--- src/light_sensor_day_night_detector_unit_macros.svh ---
// assertion helpers used by the detector top file
`ifndef LIGHT_SENSOR_DAY_NIGHT_DETECTOR_UNIT_MACROS_SVH
`define LIGHT_SENSOR_DAY_NIGHT_DETECTOR_UNIT_MACROS_SVH

// same-cycle implication, checked outside reset
`define LSDN_ASSERT_NOW(label, ante, cons, msg) \
   label: assert property (@(posedge clock) disable iff (reset) (ante) |-> (cons)) \
      else $error(msg);

// next-cycle implication, checked outside reset
`define LSDN_ASSERT_NEXT(label, ante, cons, msg) \
   label: assert property (@(posedge clock) disable iff (reset) (ante) |=> (cons)) \
      else $error(msg);

`endif

--- src/lsdn_pkg.sv ---
`default_nettype none
package lsdn_pkg;

   localparam int SAMPLE_BITS_DEFAULT = 10;
   localparam int HISTORY_DEPTH = 5;
   localparam int CFG_BITS = 10;
   localparam int COUNT_BITS = 3;
   localparam int CSR_INDEX_BITS = 3;

   // register indexes on the csr port
   localparam logic [CSR_INDEX_BITS-1:0] REG_DAY_LIMIT = 3'd0;
   localparam logic [CSR_INDEX_BITS-1:0] REG_NIGHT_LIMIT = 3'd1;
   localparam logic [CSR_INDEX_BITS-1:0] REG_BREAK_LIMIT = 3'd2;
   localparam logic [CSR_INDEX_BITS-1:0] REG_BREAK_COUNT = 3'd3;
   localparam logic [CSR_INDEX_BITS-1:0] REG_IR_AUTO_MODE = 3'd4;
   localparam logic [CSR_INDEX_BITS-1:0] REG_MODULE_RUNNING = 3'd5;

   // register reset values
   localparam logic [CFG_BITS-1:0] DAY_LIMIT_RESET = 10'd100;
   localparam logic [CFG_BITS-1:0] NIGHT_LIMIT_RESET = 10'd32;
   localparam logic [CFG_BITS-1:0] BREAK_LIMIT_RESET = 10'd100;
   localparam logic [COUNT_BITS-1:0] BREAK_COUNT_RESET = 3'd5;

   typedef enum logic [1:0] {
      ACT_NONE = 2'd0,
      ACT_DAY = 2'd1,
      ACT_NIGHT = 2'd2
   } lsdn_action_type;

   typedef struct packed {
      logic [CFG_BITS-1:0] day_limit;
      logic [CFG_BITS-1:0] night_limit;
      logic [CFG_BITS-1:0] break_limit;
      logic [COUNT_BITS-1:0] break_count;
      logic ir_auto_mode;
      logic module_running;
   } lsdn_cfg_type;

   typedef struct packed {
      logic is_day;
      logic is_night;
      logic state_changed;
      lsdn_action_type ir_action;
   } lsdn_status_type;

endpackage
`default_nettype wire

--- src/light_sensor_day_night_detector_unit.sv ---
// Light sensor day/night detector. Each request carries one converter sample
// and a kind flag on req_tuser (0 normal sample, 1 prime). A normal sample is
// smoothed as (8*sample + h0 + h1 + h2 + h3 + 4*h4)/16 over a five-tap
// history that takes the smoothed value; a run of break_count samples that
// sit at least break_limit away from the reference refills the history with
// the sample first. A prime request fills the history with the raw sample
// and judges it directly. The judge applies day/night hysteresis and, with
// auto mode and running both set, reports an infrared action on a switch.
// One request is taken every clock cycle while the response buffer has room:
// filter, jump counter and judge are a single combinational pass between the
// request and the response buffer. The buffer's two entries keep requests
// flowing while one response waits. The user writes registers through
// csr_we/csr_index/csr_wdata only while idle; the block does not enforce it.
`default_nettype none
`include "light_sensor_day_night_detector_unit_macros.svh"
module light_sensor_day_night_detector_unit
   import lsdn_pkg::*;
#(
   parameter int SAMPLE_BITS = SAMPLE_BITS_DEFAULT
) (
   input wire logic clock,
   input wire logic reset,
   // request channel
   input wire logic req_tvalid,
   output logic req_tready,
   // tdata: [SAMPLE_BITS-1:0] sample, zero padded to bytes
   input wire logic [((SAMPLE_BITS+7)/8)*8-1:0] req_tdata,
   // tuser: [0] req_type
   input wire logic req_tuser,
   // response channel
   output logic rsp_tvalid,
   input wire logic rsp_tready,
   // tdata: light_value, is_day, is_night, state_changed, ir_action[1:0],
   // zero padded to bytes
   output logic [((SAMPLE_BITS+5+7)/8)*8-1:0] rsp_tdata,
   // configuration write port
   input wire logic csr_we,
   input wire logic [CSR_INDEX_BITS-1:0] csr_index,
   input wire logic [CFG_BITS-1:0] csr_wdata
);

   localparam int RSP_TDATA_BITS = ((SAMPLE_BITS + 5 + 7) / 8) * 8;

   lsdn_cfg_type cfg_ff;
   lsdn_status_type status;
   logic [SAMPLE_BITS-1:0] sample;
   logic [SAMPLE_BITS-1:0] value;
   logic [RSP_TDATA_BITS-1:0] rsp_packed;
   logic accept;

   assign sample = req_tdata[SAMPLE_BITS-1:0];
   assign accept = req_tvalid && req_tready;

   // configuration registers, writes to unused indexes are dropped
   always_ff @(posedge clock) begin
      if (reset) begin
         cfg_ff.day_limit <= DAY_LIMIT_RESET;
         cfg_ff.night_limit <= NIGHT_LIMIT_RESET;
         cfg_ff.break_limit <= BREAK_LIMIT_RESET;
         cfg_ff.break_count <= BREAK_COUNT_RESET;
         cfg_ff.ir_auto_mode <= 1'b0;
         cfg_ff.module_running <= 1'b0;
      end else if (csr_we) begin
         case (csr_index)
            REG_DAY_LIMIT: cfg_ff.day_limit <= csr_wdata;
            REG_NIGHT_LIMIT: cfg_ff.night_limit <= csr_wdata;
            REG_BREAK_LIMIT: cfg_ff.break_limit <= csr_wdata;
            REG_BREAK_COUNT: cfg_ff.break_count <= csr_wdata[COUNT_BITS-1:0];
            REG_IR_AUTO_MODE: cfg_ff.ir_auto_mode <= csr_wdata[0];
            REG_MODULE_RUNNING: cfg_ff.module_running <= csr_wdata[0];
            default: cfg_ff <= cfg_ff;
         endcase
      end
   end

   // smoothing filter, history and jump detector
   lsdn_filter #(
      .SAMPLE_BITS(SAMPLE_BITS)
   ) u_filter (
      .clock(clock),
      .reset(reset),
      .accept(accept),
      .prime(req_tuser),
      .sample(sample),
      .cfg(cfg_ff),
      .value(value)
   );

   // hysteresis judge on the filtered or raw value
   lsdn_judge #(
      .SAMPLE_BITS(SAMPLE_BITS)
   ) u_judge (
      .clock(clock),
      .reset(reset),
      .accept(accept),
      .value(value),
      .cfg(cfg_ff),
      .status(status)
   );

   // response fields packed from the lowest bit up
   assign rsp_packed = RSP_TDATA_BITS'({status.ir_action, status.state_changed,
                                        status.is_night, status.is_day, value});

   // response buffer decouples the two sides
   lsdn_outbuf #(
      .WIDTH(RSP_TDATA_BITS)
   ) u_outbuf (
      .clock(clock),
      .reset(reset),
      .in_valid(req_tvalid),
      .in_ready(req_tready),
      .in_data(rsp_packed),
      .out_valid(rsp_tvalid),
      .out_ready(rsp_tready),
      .out_data(rsp_tdata)
   );

   // a switch always leaves exactly one of day and night set
   `LSDN_ASSERT_NOW(a_switch_exclusive, accept && status.state_changed, status.is_day != status.is_night, "switch left day and night equal")

   // an infrared action needs auto mode, running and a switch
   `LSDN_ASSERT_NOW(a_action_armed, accept && (status.ir_action != ACT_NONE), cfg_ff.ir_auto_mode && cfg_ff.module_running && status.state_changed, "infrared action without arming or switch")

   // a stalled request side means responses are waiting
   `LSDN_ASSERT_NOW(a_stall_has_data, !req_tready, rsp_tvalid, "request stalled with empty buffer")

   // after an accepted request the response side is valid in the next cycle
   `LSDN_ASSERT_NEXT(a_accept_shows, accept, rsp_tvalid, "accepted request produced no response")

endmodule
`default_nettype wire

--- src/lsdn_filter.sv ---
`default_nettype none
module lsdn_filter
   import lsdn_pkg::*;
#(
   parameter int SAMPLE_BITS = SAMPLE_BITS_DEFAULT
) (
   input wire logic clock,
   input wire logic reset,
   input wire logic accept,
   input wire logic prime,
   input wire logic [SAMPLE_BITS-1:0] sample,
   input wire lsdn_cfg_type cfg,
   output logic [SAMPLE_BITS-1:0] value
);

   localparam int CMP_BITS = (SAMPLE_BITS > CFG_BITS) ? SAMPLE_BITS : CFG_BITS;
   localparam int SUM_BITS = SAMPLE_BITS + 4;

   logic [SAMPLE_BITS-1:0] history_ff [HISTORY_DEPTH];
   logic [SAMPLE_BITS-1:0] history_in [HISTORY_DEPTH];
   logic [SAMPLE_BITS-1:0] reference_ff, reference_in;
   logic [COUNT_BITS-1:0] jump_count_ff, jump_count_in;

   logic [SAMPLE_BITS-1:0] diff;
   logic [COUNT_BITS-1:0] count_inc;
   logic jump, refill;
   logic [SAMPLE_BITS-1:0] taps [HISTORY_DEPTH];
   logic [SUM_BITS-1:0] sum;

   always_comb begin
      diff = (sample > reference_ff) ? (sample - reference_ff) : (reference_ff - sample);
      jump = CMP_BITS'(diff) >= CMP_BITS'(cfg.break_limit);
      count_inc = jump_count_ff + COUNT_BITS'(1);
      refill = jump && (count_inc == cfg.break_count);
      if (!jump || refill) begin
         jump_count_in = '0;
      end else begin
         jump_count_in = count_inc;
      end

      // weights: 8 on the sample, 1 on older taps, 4 on the newest tap
      for (int i = 0; i < HISTORY_DEPTH; i++) begin
         taps[i] = refill ? sample : history_ff[i];
      end
      sum = SUM_BITS'(sample) << 3;
      for (int i = 0; i < HISTORY_DEPTH - 1; i++) begin
         sum = sum + SUM_BITS'(taps[i]);
      end
      sum = sum + (SUM_BITS'(taps[HISTORY_DEPTH-1]) << 2);

      if (prime) begin
         value = sample;
         for (int i = 0; i < HISTORY_DEPTH; i++) begin
            history_in[i] = sample;
         end
         reference_in = reference_ff;
      end else begin
         value = sum[SUM_BITS-1:4];
         for (int i = 0; i < HISTORY_DEPTH - 1; i++) begin
            history_in[i] = taps[i+1];
         end
         history_in[HISTORY_DEPTH-1] = value;
         reference_in = (jump_count_in == '0) ? value : reference_ff;
      end
   end

   always_ff @(posedge clock) begin
      if (reset) begin
         for (int i = 0; i < HISTORY_DEPTH; i++) begin
            history_ff[i] <= '0;
         end
         reference_ff <= '0;
         jump_count_ff <= '0;
      end else if (accept) begin
         history_ff <= history_in;
         reference_ff <= reference_in;
         if (!prime) begin
            jump_count_ff <= jump_count_in;
         end
      end
   end

endmodule
`default_nettype wire

--- src/lsdn_judge.sv ---
`default_nettype none
module lsdn_judge
   import lsdn_pkg::*;
#(
   parameter int SAMPLE_BITS = SAMPLE_BITS_DEFAULT
) (
   input wire logic clock,
   input wire logic reset,
   input wire logic accept,
   input wire logic [SAMPLE_BITS-1:0] value,
   input wire lsdn_cfg_type cfg,
   output lsdn_status_type status
);

   localparam int CMP_BITS = (SAMPLE_BITS > CFG_BITS) ? SAMPLE_BITS : CFG_BITS;

   logic day_ff, night_ff;
   logic armed;

   always_comb begin
      armed = cfg.ir_auto_mode && cfg.module_running;
      status.is_day = day_ff;
      status.is_night = night_ff;
      status.state_changed = 1'b0;
      status.ir_action = ACT_NONE;
      if (CMP_BITS'(value) > CMP_BITS'(cfg.day_limit)) begin
         if (night_ff) begin
            status.is_day = 1'b1;
            status.is_night = 1'b0;
            status.state_changed = 1'b1;
            status.ir_action = armed ? ACT_DAY : ACT_NONE;
         end
      end else if (CMP_BITS'(value) < CMP_BITS'(cfg.night_limit)) begin
         if (day_ff) begin
            status.is_day = 1'b0;
            status.is_night = 1'b1;
            status.state_changed = 1'b1;
            status.ir_action = armed ? ACT_NIGHT : ACT_NONE;
         end
      end
   end

   always_ff @(posedge clock) begin
      if (reset) begin
         day_ff <= 1'b1;
         night_ff <= 1'b1;
      end else if (accept) begin
         day_ff <= status.is_day;
         night_ff <= status.is_night;
      end
   end

endmodule
`default_nettype wire

--- src/lsdn_outbuf.sv ---
`default_nettype none
module lsdn_outbuf
   import lsdn_pkg::*;
#(
   parameter int WIDTH = 16
) (
   input wire logic clock,
   input wire logic reset,
   input wire logic in_valid,
   output logic in_ready,
   input wire logic [WIDTH-1:0] in_data,
   output logic out_valid,
   input wire logic out_ready,
   output logic [WIDTH-1:0] out_data
);

   // two-entry skid buffer: head slot feeds the output
   logic [WIDTH-1:0] head_ff, tail_ff;
   logic [1:0] count_ff;
   logic push, pop;

   assign in_ready = (count_ff != 2'd2);
   assign out_valid = (count_ff != 2'd0);
   assign out_data = head_ff;
   assign push = in_valid && in_ready;
   assign pop = out_valid && out_ready;

   always_ff @(posedge clock) begin
      if (reset) begin
         count_ff <= 2'd0;
      end else begin
         case ({push, pop})
            2'b10: count_ff <= count_ff + 2'd1;
            2'b01: count_ff <= count_ff - 2'd1;
            default: count_ff <= count_ff;
         endcase
      end
   end

   always_ff @(posedge clock) begin
      case ({push, pop})
         2'b10: begin
            if (count_ff == 2'd0) begin
               head_ff <= in_data;
            end else begin
               tail_ff <= in_data;
            end
         end
         2'b01: begin
            head_ff <= tail_ff;
         end
         2'b11: begin
            if (count_ff == 2'd1) begin
               head_ff <= in_data;
            end else begin
               head_ff <= tail_ff;
               tail_ff <= in_data;
            end
         end
         default: begin
            head_ff <= head_ff;
         end
      endcase
   end

endmodule
`default_nettype wire

--- config.mk ---
export PLATFORM = sky130hd
export DESIGN_NAME = light_sensor_day_night_detector_unit
export DESIGN_NICKNAME = d
export VERILOG_FILES = /design/src/lsdn_pkg.sv /design/src/light_sensor_day_night_detector_unit.sv /design/src/lsdn_filter.sv /design/src/lsdn_judge.sv /design/src/lsdn_outbuf.sv
export VERILOG_INCLUDE_DIRS = /design/src /design/src/src
export SDC_FILE = /design/constraint.sdc
export NUM_CORES = 1
export LEC_CHECK = 0
export BUFFER_PORTS_ARGS = -buffer_cell sky130_fd_sc_hd__buf_2
export CAP_MARGIN = 15
export CORE_MARGIN = 2
export CORE_UTILIZATION = 40
export DETAILED_ROUTE_END_ITERATION = 10
export SLEW_MARGIN = 20
export SYNTH_ARGS = -nofsm -noshare
export SYNTH_HDL_FRONTEND = slang
export SYNTH_SLANG_ARGS = --single-unit
--- constraint.sdc ---
create_clock -name clock -period 19 [get_ports clock]
set_clock_uncertainty 0.15 [all_clocks]
set_input_delay 0 -clock clock [delete_from_list [all_inputs] [get_ports clock]]
set_output_delay 0 -clock clock [all_outputs]
set_load 0.01 [all_outputs]
==> impl_metrics.py <==
metrics = {
    "logic_synthesis": {
        "syn_inst": 1021,
        "syn_nets": 1165,
        "avgSynthCellArea_sq_um": 8.61,
        "ys.flop_type": "dfxtp_1",
        "yosys_warnings": 0,
        "ys_ff_latch": 132,
        "synth-edff-count": 30,
        "synth.distinct_cells": 65,
        "synth.cell_area_sq_um": 8790,
        "seq_area_frac_synth": 0.335,
        "async_flop_share": 0,
    },
    "grt": {
        "grt_util_met1": 0.262,
        "antenna_found_initial": 0,
        "grt_util_all_layers": 0.189,
        "grt_use_met3": 0.0344,
        "grt_util_met2": 0.305,
        "grt_max_degree": 91,
        "grt_pass1_wl_mm": 35.6,
        "grt.overflow.total": 0,
        "grt_pass1_vias": 6923,
        "busiest_layer": "met2",
    },
    "clocking": {
        "cts_sinks": 132,
        "cts_tree": "built",
        "h-tree-depth": 4,
        "postCtsSetupBuffers": 0,
        "clk_pin_slew_ns": 0.06,
        "clkLatencyLatePin_ns": 0.43,
        "root_buffer": "clkbuf_16",
        "numCtsBuffers": 17,
        "clock_path_buffers": 2,
    },
    "floorplan": {
        "core-area_sq_um": 21700,
        "start_util": 0.406,
        "dieWidth_um": 152,
        "rows": 54,
        "io_pins": 53,
        "die-area_sq_um": 23200,
        "die_h_um": 152,
    },
    "cells_and_area": {
        "diodes": 0,
        "layout_commonest_cell": "nand2_1",
        "drive_gt1_frac": 0.102,
        "design_area_sq_um": 10000,
        "area_delta_synth_final_pct": 14.1,
        "nNetsFinal": 1211,
        "mostFrequentLayoutCells": "nand2_1 (140), inv_1 (118), dfxtp_1 (102), a21oi_1 (98), ha_1 (72)",
        "n_fill_cell": 2127,
    },
    "worst_setup_path": {
        "path_buf_inv": 5,
        "r2r_setup_slack_ns": 7.64,
        "startpoint_type": "flop",
        "worstSetupEndpointType": "flop",
        "slowest_delay_ns": 0.88,
        "cp_max_fo": 58,
        "crit_slowest_cell": "o21ai_1",
        "rr_worst_depth": 41,
        "worstPathArrival_ns": 11.35,
        "path_delay_family": "compound AO/OA/AOI/OAI gates",
        "r2r_end": "u_outbuf.out_data[10]",
        "worstSetupPathType": "reg2reg",
        "path_common_cell": "a21oi_1",
        "worstPathRequired_ns": 18.99,
        "r2r-start": "u_filter.reference_ff[0]",
    },
    "timing": {
        "max_freq_mhz": 88.0,
        "hold_viol": 0,
        "setup_violations": 0,
        "relSlewSlack": 0.251,
        "period_needed_ns": 11.36,
        "tightest_slew_ns": 1.12,
        "fin_crit_sh": 0.598,
        "tns_ns": 0,
        "drv_slew": 0,
        "rsz0062_at_grt": "no",
    },
    "drt": {
        "ant_nets": 0,
        "vias_per_cell": 5.27,
        "drc_errors": 0,
        "dr.pass1.iters": 5,
        "drtIter0Drc": 413,
        "wl_per_cell_um": 15.8,
        "num_vias": 7164,
        "wl_mm": 21.5,
    },
    "placed_design": {
        "place_congestion": 0.842,
        "dp_hpwl_mm": 15.4,
        "io_buffers": 45,
        "place_area_sq_um": 9290,
    },
    "pwr": {
        "power.density_nw_per_um2": 181,
        "max-vdd-ir-drop_v": 0.000121,
        "p_leak_nw": 4.53,
    },
    "worst_hold_path": {
        "min_path_cells": 5,
        "hp-start": "req_tdata[7]",
        "min_to": "u_filter.history_ff[37]",
        "min_path_type": "in2reg",
    },
    "run_status": {
        "outcome": "finished clean",
    },
    "flow_run": {
        "maxCapViolCount": 0,
    },
}
-- area by class of cell --
cell class | count | area, sq um | share of cell area
multi-input combinational | 722 | 5240 | 0.522
clock inverter | 13 | 113 | 0.0112
inverter | 120 | 450 | 0.0449
timing repair buffer | 74 | 488 | 0.0486
sequential | 132 | 2940 | 0.293
clock buffer | 19 | 454 | 0.0452
tap | 280 | 350 | 0.0349
-- per-stage QoR --
step	setup WS, ns	utilization	total power [mW]	hold slack, ns	std cells
2_1_floorplan	9.68	-	1.22	-0.0249	1021
3_3_place_gp	7.78	0.428	1.48	0.120	1310
3_5_place_dp	7.71	0.428	1.50	0.125	1310
4_1_cts	7.67	0.463	1.82	0.0109	1360
5_1_grt	6.78	0.463	2.00	0.0790	1360
6_report	7.64	0.463	1.81	0.0142	1360
-- worst register-to-register path, delay by kind of cell (launching register included) --
| family | cells | cell delay, ns |
|---|---|---|
| buffers and inverters | 5 | 0.83 |
| XOR/XNOR | 1 | 0.15 |
| flip-flops | 1 | 0.32 |
| AO/OA/AOI/OAI | 18 | 4.29 |
| adder cells (fa/ha/maj) | 8 | 2.86 |
| multiplexers | 1 | 0.44 |
| AND/OR/NAND/NOR | 8 | 2.01 |
-- kinds of logic after synthesis --
kind of cell	Yosys count	share of synthesized area
AOI/OAI and AO/OA	297	0.228
DFF	132	0.335
adders and majority gates	109	0.187
buffers and inverters	167	0.0717
and+or+nand+nor	275	0.135
muxes	22	0.0256
xor gates and xnor gates	18	0.0179
other	1	0.000426
-- Yosys cell counts, drive strengths merged (10+ instances only) --
library cell,count,share of area
nor2,67,0.029
o211ai,52,0.046
a21o,56,0.048
dfxtp,102,0.23
ha,72,0.10
inv,119,0.051
fa,37,0.084
nor3,10,0.0057
edfxtp,30,0.10
a21oi,99,0.057
nand4,10,0.0071
nand2,141,0.060
clkbuf,41,0.017
mux2i,18,0.020
xor2,10,0.010
a211oi,12,0.013
nand3,17,0.0097
o21ai,32,0.018
-- worst max path at each step --
stage                                  start               endpoint  depth (start not counted)
floorplan           u_filter.reference_ff[0]  u_outbuf.out_data[10]                         43
global placement                req_tdata[0]  u_outbuf.out_data[10]                         43
detailed placement              req_tdata[0]  u_outbuf.out_data[10]                         43
CTS                 u_filter.reference_ff[0]  u_outbuf.out_data[10]                         41
global route        u_filter.reference_ff[0]  u_outbuf.out_data[10]                         41
finish              u_filter.reference_ff[0]  u_outbuf.out_data[10]                         41
-- what timing repair did --
action | 4_1_cts | 5_1_grt
endpoints found under the hold margin | 40 | 0
resized for setup | 0 | 0
hold buffers | 18 | 0
-- sequential cells by signal, indices dropped and copies added, names as in the netlist --
| name | flops |
|---|---|
| cfg_ff | 35 |
| u_outbuf.count_ff | 2 |
| u_outbuf.tail_ff | 15 |
| u_outbuf.out_data | 15 |
| u_judge.day_ff | 1 |
| u_judge.night_ff | 1 |
| u_filter.reference_ff | 10 |
| u_filter.history_ff | 50 |
| u_filter.jump_count_ff | 3 |
-- report_power, final --
part | internal, mW | switching [mW] | total [mW] | leakage, nW
Sequential | 0.387 | 0.0283 | 0.416 | 1.12
Combinational | 0.426 | 0.655 | 1.08 | 3.13
Clock | 0.179 | 0.139 | 0.317 | 0.274
-- layer usage --
layer	part of all wire	wire (um)
met1	0.49	10600
met2	0.46	9810
met3	0.037	799
met4	0.012	248
met5	0	0
No activity file was read; power rests on OpenSTA's default activity.
